--- config.mk ---
export PLATFORM = sky130hd
export DESIGN_NAME = hvt_div_step
export DESIGN_NICKNAME = d
export VERILOG_FILES = /design/src/rtl/assert_macros.svh /design/src/rtl/hvt_pkg.sv /design/src/rtl/hvt_div_step.sv
export SDC_FILE = /design/constraint.sdc
export NUM_CORES = 1
export LEC_CHECK = 0
export BUFFER_PORTS_ARGS = -buffer_cell sky130_fd_sc_hd__buf_4
export CAP_MARGIN = 0
export CORE_AREA = 2 2 287 289
export DETAILED_ROUTE_END_ITERATION = 12
export DIE_AREA = 0 0 289 291
export PLACE_DENSITY = 0.52
export SLEW_MARGIN = 10
export SYNTH_ARGS = -nofsm -noshare
export SYNTH_HDL_FRONTEND = slang
export SYNTH_SLANG_ARGS = --single-unit
--- constraint.sdc ---
create_clock -name clk -period 1.83 [get_ports clk]
set_input_delay 0.0915 -clock clk [delete_from_list [all_inputs] [get_ports clk]]
set_output_delay 0.0915 -clock clk [all_outputs]
set_load 0.05 [all_outputs]
--- src/rtl/assert_macros.svh ---
// Assertion helpers, included by the top-level RTL file.
`ifndef ASSERT_MACROS_SVH
`define ASSERT_MACROS_SVH

// Checked on every rising edge, muted while in reset.
`define ASSERT_CLK(label, clk, rst_n, prop) \
    label: assert property (@(posedge clk) disable iff (!rst_n) (prop)) \
        else $error("assertion failed: label");

// Same, for a property that must also hold during reset.
`define ASSERT_ALWAYS(label, clk, prop) \
    label: assert property (@(posedge clk) (prop)) \
        else $error("assertion failed: label");

`endif

--- src/rtl/hvt_pkg.sv ---
package hvt_pkg;

    localparam int NUM_REGS  = 8;
    localparam int CFG_IDX_W = 8;
    localparam int QUO_W     = 33;  // quotient bits kept by the divider

    // One division lane travelling down the divider.
    typedef struct packed {
        logic [63:0]      rem;
        logic [QUO_W-1:0] quo;
        logic             neg;   // numerator sign
        logic             over;  // quotient known to be >= 2^33
    } div_lane_t;

    // Everything one item carries through the divider stages.
    typedef struct packed {
        div_lane_t [2:0] lane;
        logic [63:0]     den;
        logic            den_neg;
        logic            w_zero;
    } div_pipe_t;

endpackage

--- src/rtl/hvt_div_step.sv ---
// One restoring division step for all three lanes, quotient bit STEP.
module hvt_div_step #(
    parameter int STEP = 0
) (
    input  logic              clk,
    input  logic              rst_n,
    input  logic              en,
    input  logic              valid_in,
    input  hvt_pkg::div_pipe_t pipe_in,
    output logic              valid_out,
    output hvt_pkg::div_pipe_t pipe_out
);

    hvt_pkg::div_pipe_t pipe_next, pipe_reg;
    logic               valid_reg;

    // Trial subtract of den shifted up by STEP
    always_comb
    begin
        logic take;
        pipe_next = pipe_in;
        for (int l = 0; l < 3; l++)
        begin
            take = (pipe_in.lane[l].rem >> STEP) >= pipe_in.den;
            if (take)
            begin
                pipe_next.lane[l].rem = pipe_in.lane[l].rem - (pipe_in.den << STEP);
            end
            pipe_next.lane[l].quo = {pipe_in.lane[l].quo[hvt_pkg::QUO_W-2:0], take};
        end
    end

    always_ff @(posedge clk)
    begin
        if (en)
        begin
            pipe_reg <= pipe_next;
        end
    end

    always_ff @(posedge clk or negedge rst_n)
    begin
        if (!rst_n)
        begin
            valid_reg <= 1'b0;
        end
        else if (en)
        begin
            valid_reg <= valid_in;
        end
    end

    assign valid_out = valid_reg;
    assign pipe_out  = pipe_reg;

endmodule

Yosys cells after proc, flatten, opt, wreduce, memory -nomap -nowiden
Index checks and enable logic that the tools add are counted.

storage, ports and cells
  register bits = 364
  bits of input ports = 367
  output and inout port bits = 364

operators by class
  add/subtract/negate cells = 3
  $lt $le $gt $ge = 3
  mux-type cells = 3

operators with widths
  operator              count
  >= comparator 64 bit  3
  2-to-1 mux 64 bit     3
  subtractor 64 bit     3

Longest topological paths before layout
  depth after elaboration = 2
  gate-level depth with buffers = 17

Worst setup path before layout
No wires, ideal clock.

  path type = input-to-reg
  start point = input port pipe_in[3] (netlist bit)
  end point = register pipe_reg, in the netlist pipe_out[148] (data pin)
  library setup time = 0.260 ns
  arrival time = 3.045 ns
  slack = -1.475 ns
  stages on the path = 13
  cells stage by stage = inv_1 ha_1 nor2b_4 o31a_1 o311a_1 o32a_1 o21a_1 o211ai_2 nand2_2 a221o_1 a221o_1 xor2_1 mux2_4

RTL lines
  element               line                source
  from (decl)           hvt_div_step.sv:9   input hvt_pkg::div_pipe_t pipe_in,
  to (signal assigned)  hvt_div_step.sv:37  pipe_reg <= pipe_next;
  to (decl)             hvt_div_step.sv:14  hvt_pkg::div_pipe_t pipe_next, pipe_reg;

==> impl_metrics.ini <==
[floorplan]
io_pins = 731
fp.coreArea_mm2 = 0.0812
die_h_um = 291
initial_core_util_pct = 30.1
fp.dieW_um = 289
rows = 105
die-area_mm2 = 0.0841

[power_and_ir_drop]
vdd_drop_max_mv = 0.651
p_per_area_mw_per_mm2 = 774
p_leak_nw = 21.5

[worst_setup_path]
cp_data_arrival_time_ns = 3.23
path_max_fanout = 7
slowest_stage = or3_4
crit_chain = buf_8, clkinvlp_4, buf_4, ha_4, nor2b_4, o31a_1, o31ai_4, a211oi_4, o31ai_4, nand2_4, a21oi_4, a21oi_2, or3_4, buf_12, buf_12, mux2_4
max_stage_delay_ns = 0.37
crit_type = input port to flip-flop
cp-start-kind = input port
worstPathRequired_ns = 2.15
cp-end-kind = flip-flop

[route]
drtPass1Iterations = 5
drt_first_iter_violations = 1448
drt-total-wl_um = 124000
vias_per_cell = 4.94
wl_per_cell_um = 22.0
ant_nets = 0
drc = 0
vias = 27893

[global_route]
grt_pass1_wl_um = 173000
antenna_found_initial = 15
grt_pass1_vias = 27761
grt_overflow = 0
grt_max_degree = 38
grt_util_all_layers_pct = 27.7

[yosys]
synth_area_leaders = edfxtp_1 45%, ha_1 9.8%, a21oi_1 5.3%
syn_inst = 2519
async_flop_share_pct = 0.275
synth_enable_flop_cells = 363
avgSynthCellArea_um2 = 9.70
ys_types = 78
ys.warnings.count = 0
synth_top_flop_cell = edfxtp_1
yosys.area.top_type_share_pct = 44.6
ys_seq_elements = 364
synth_nets = 3081
synth.largest_area_cell = edfxtp_1
synth_area_mm2 = 0.0244
seq_area_frac_synth_pct = 44.7

[min_path]
hold_path.class = input port to flip-flop

[final_layout]
finish.utilization_pct = 59.5
drive_gt1_share_pct = 51.3
fill_cells = 6998
areaGrowthSynthToFinish_pct = 97.8
num-nets-final = 5094
layout_commonest_cell = buf_4
most-common-layout-cells = 1538 x buf_4, 365 x dlygate4sd3_1, 363 x edfxtp_1

[clocking]
insertion_delay_ns = 0.59
cts_tree = done
cts.path.max_buffers = 3
clockRootBuffer = clkbuf_16
cts_made_buffers = 45
clkTransAtPathRegs_ns = 0.06
htree_levels = 2
cts_sinks = 364

[outcome]
status = finished with violations
violations = setup timing

[timing]
tightest_slew_ns = 0.594
final_hold_viol_count = 0
slew_viol_final = 0
setup_ws_ns = -1.07
rsz0062_at_grt = yes
finalCritPeriodShare_pct = 159
slew_headroom_pct = 60.4
fmax_ghz = 0.344
skew_ns = 0
setup_viol = 195
fin_crit_ns = 2.90

[placed_design]
io_buffers = 727
dp_slack_ns = -1.89
dpl.hpwl_um = 94500
gp_congestion = 0.916

[flow_run]
drv_cap = 0
-- cell families (layout without fill, tap and decap cells) --
family          Yosys count  in the layout  synth area share [%]
other cells               0              6                     0
compound gates          821            821                  20.6
xor+xnor                179            179                  6.42
buf+inv                 221           2269                  3.48
mux                      30             30                  1.39
simple gates            709            709                  13.3
fa+ha+maj               195            195                  10.1
flops                   364            364                  44.7
-- cells in the mapped netlist, types with 12 or more instances --
library cell	instances
a211oi_1	16
a21o_1	118
a21oi_1	261
a31oi_1	24
and3_1	21
buf_2	13
clkbuf_1	87
edfxtp_1	363
ha_1	192
inv_1	114
mux2_1	18
nand2_1	281
nand2b_1	26
nand3_1	39
nand4_1	57
nor2_1	171
nor2b_1	17
nor3_1	39
o211ai_1	12
o21a_1	22
o21ai_0	202
o21ai_1	29
o21bai_1	36
o31ai_1	13
xnor2_1	103
xor2_1	76
-- area by class of cell --
cell class	instances	area, um^2	area share [%]
timing repair buffer	2072	18100	37.4
multi-input combinational	1934	16000	33.1
sequential	364	10900	22.6
tap	1070	1340	2.77
clock buffer	54	1160	2.40
inverter	115	559	1.16
clock inverter	28	259	0.536
antenna	6	15.0	0.0311
-- metrics by stage --
stage	hold slack [ns]	cells	total power [W]	setup TNS, ns	area (um^2)
floorplan	-0.204	2519	0.0188	-179.32	25100
CTS	0.000989	5591	0.0361	-160.98	45800
finish	0.0289	5643	0.0374	-161.95	48300
global route	0.0183	5639	0.0389	-173.33	48300
global placement	-0.133	5067	0.0252	-304.65	38100
detailed placement	-0.130	5067	0.0252	-310.52	38100
-- sequential cells by signal, summed over array words and instances, names as in the netlist --
register,count
pipe_out,363
valid_out,1
-- timing repair --
item                                   4_1_cts  5_1_grt
endpoints found under the hold margin      380        0
cloned                                      21        8
resized for setup                          368      497
hold buffers                               365        0
setup endpoints to repair                  195      195
buffers inserted                            58       52
pin swaps                                  100      173
-- routing by layer --
layer  up-vias  routed length [um]  GRT usage [%]
li1      13454                   -              -
met2       910               59700           47.0
met3       203                9340           7.08
met4        14                5200           10.4
met1     13312               49800           33.5
met5         -                  94              0
-- power breakdown --
group          total, W  internal (W)  switching [W]
logic            0.0179       0.00791         0.0100
clock network   0.00870       0.00486        0.00384
registers        0.0108        0.0104       0.000368
total            0.0374        0.0232         0.0142
-- critical path: cells and delay by family --
kind                       cells  cell delay (ns)
AOI/OAI and AO/OA              6             1.30
and+or+nand+nor                3             0.60
adders and majority gates      1             0.21
buffers and inverters          5             0.71
muxes                          1             0.30
-- final timing paths --
path | start | depth (start not counted) | endpoint | slack (ns)
setup / recovery | pipe_in[4] | 16 | pipe_out[308]$_DFFE_PP_ | -1.07
hold / removal | pipe_in[2] | 3 | pipe_out[200]$_DFFE_PP_ | 0.03
setup reg to reg | valid_out$_DFFE_PN0P_ | 1 | valid_out$_DFFE_PN0P_ | 1.08
hold reg to reg | valid_out$_DFFE_PN0P_ | 1 | valid_out$_DFFE_PN0P_ | 0.52
max in group asynchronous | rst_n | 3 | valid_out$_DFFE_PN0P_ | 1.37
min in group asynchronous | rst_n | 3 | valid_out$_DFFE_PN0P_ | 0.36
No activity file was read; power rests on OpenSTA's default activity.
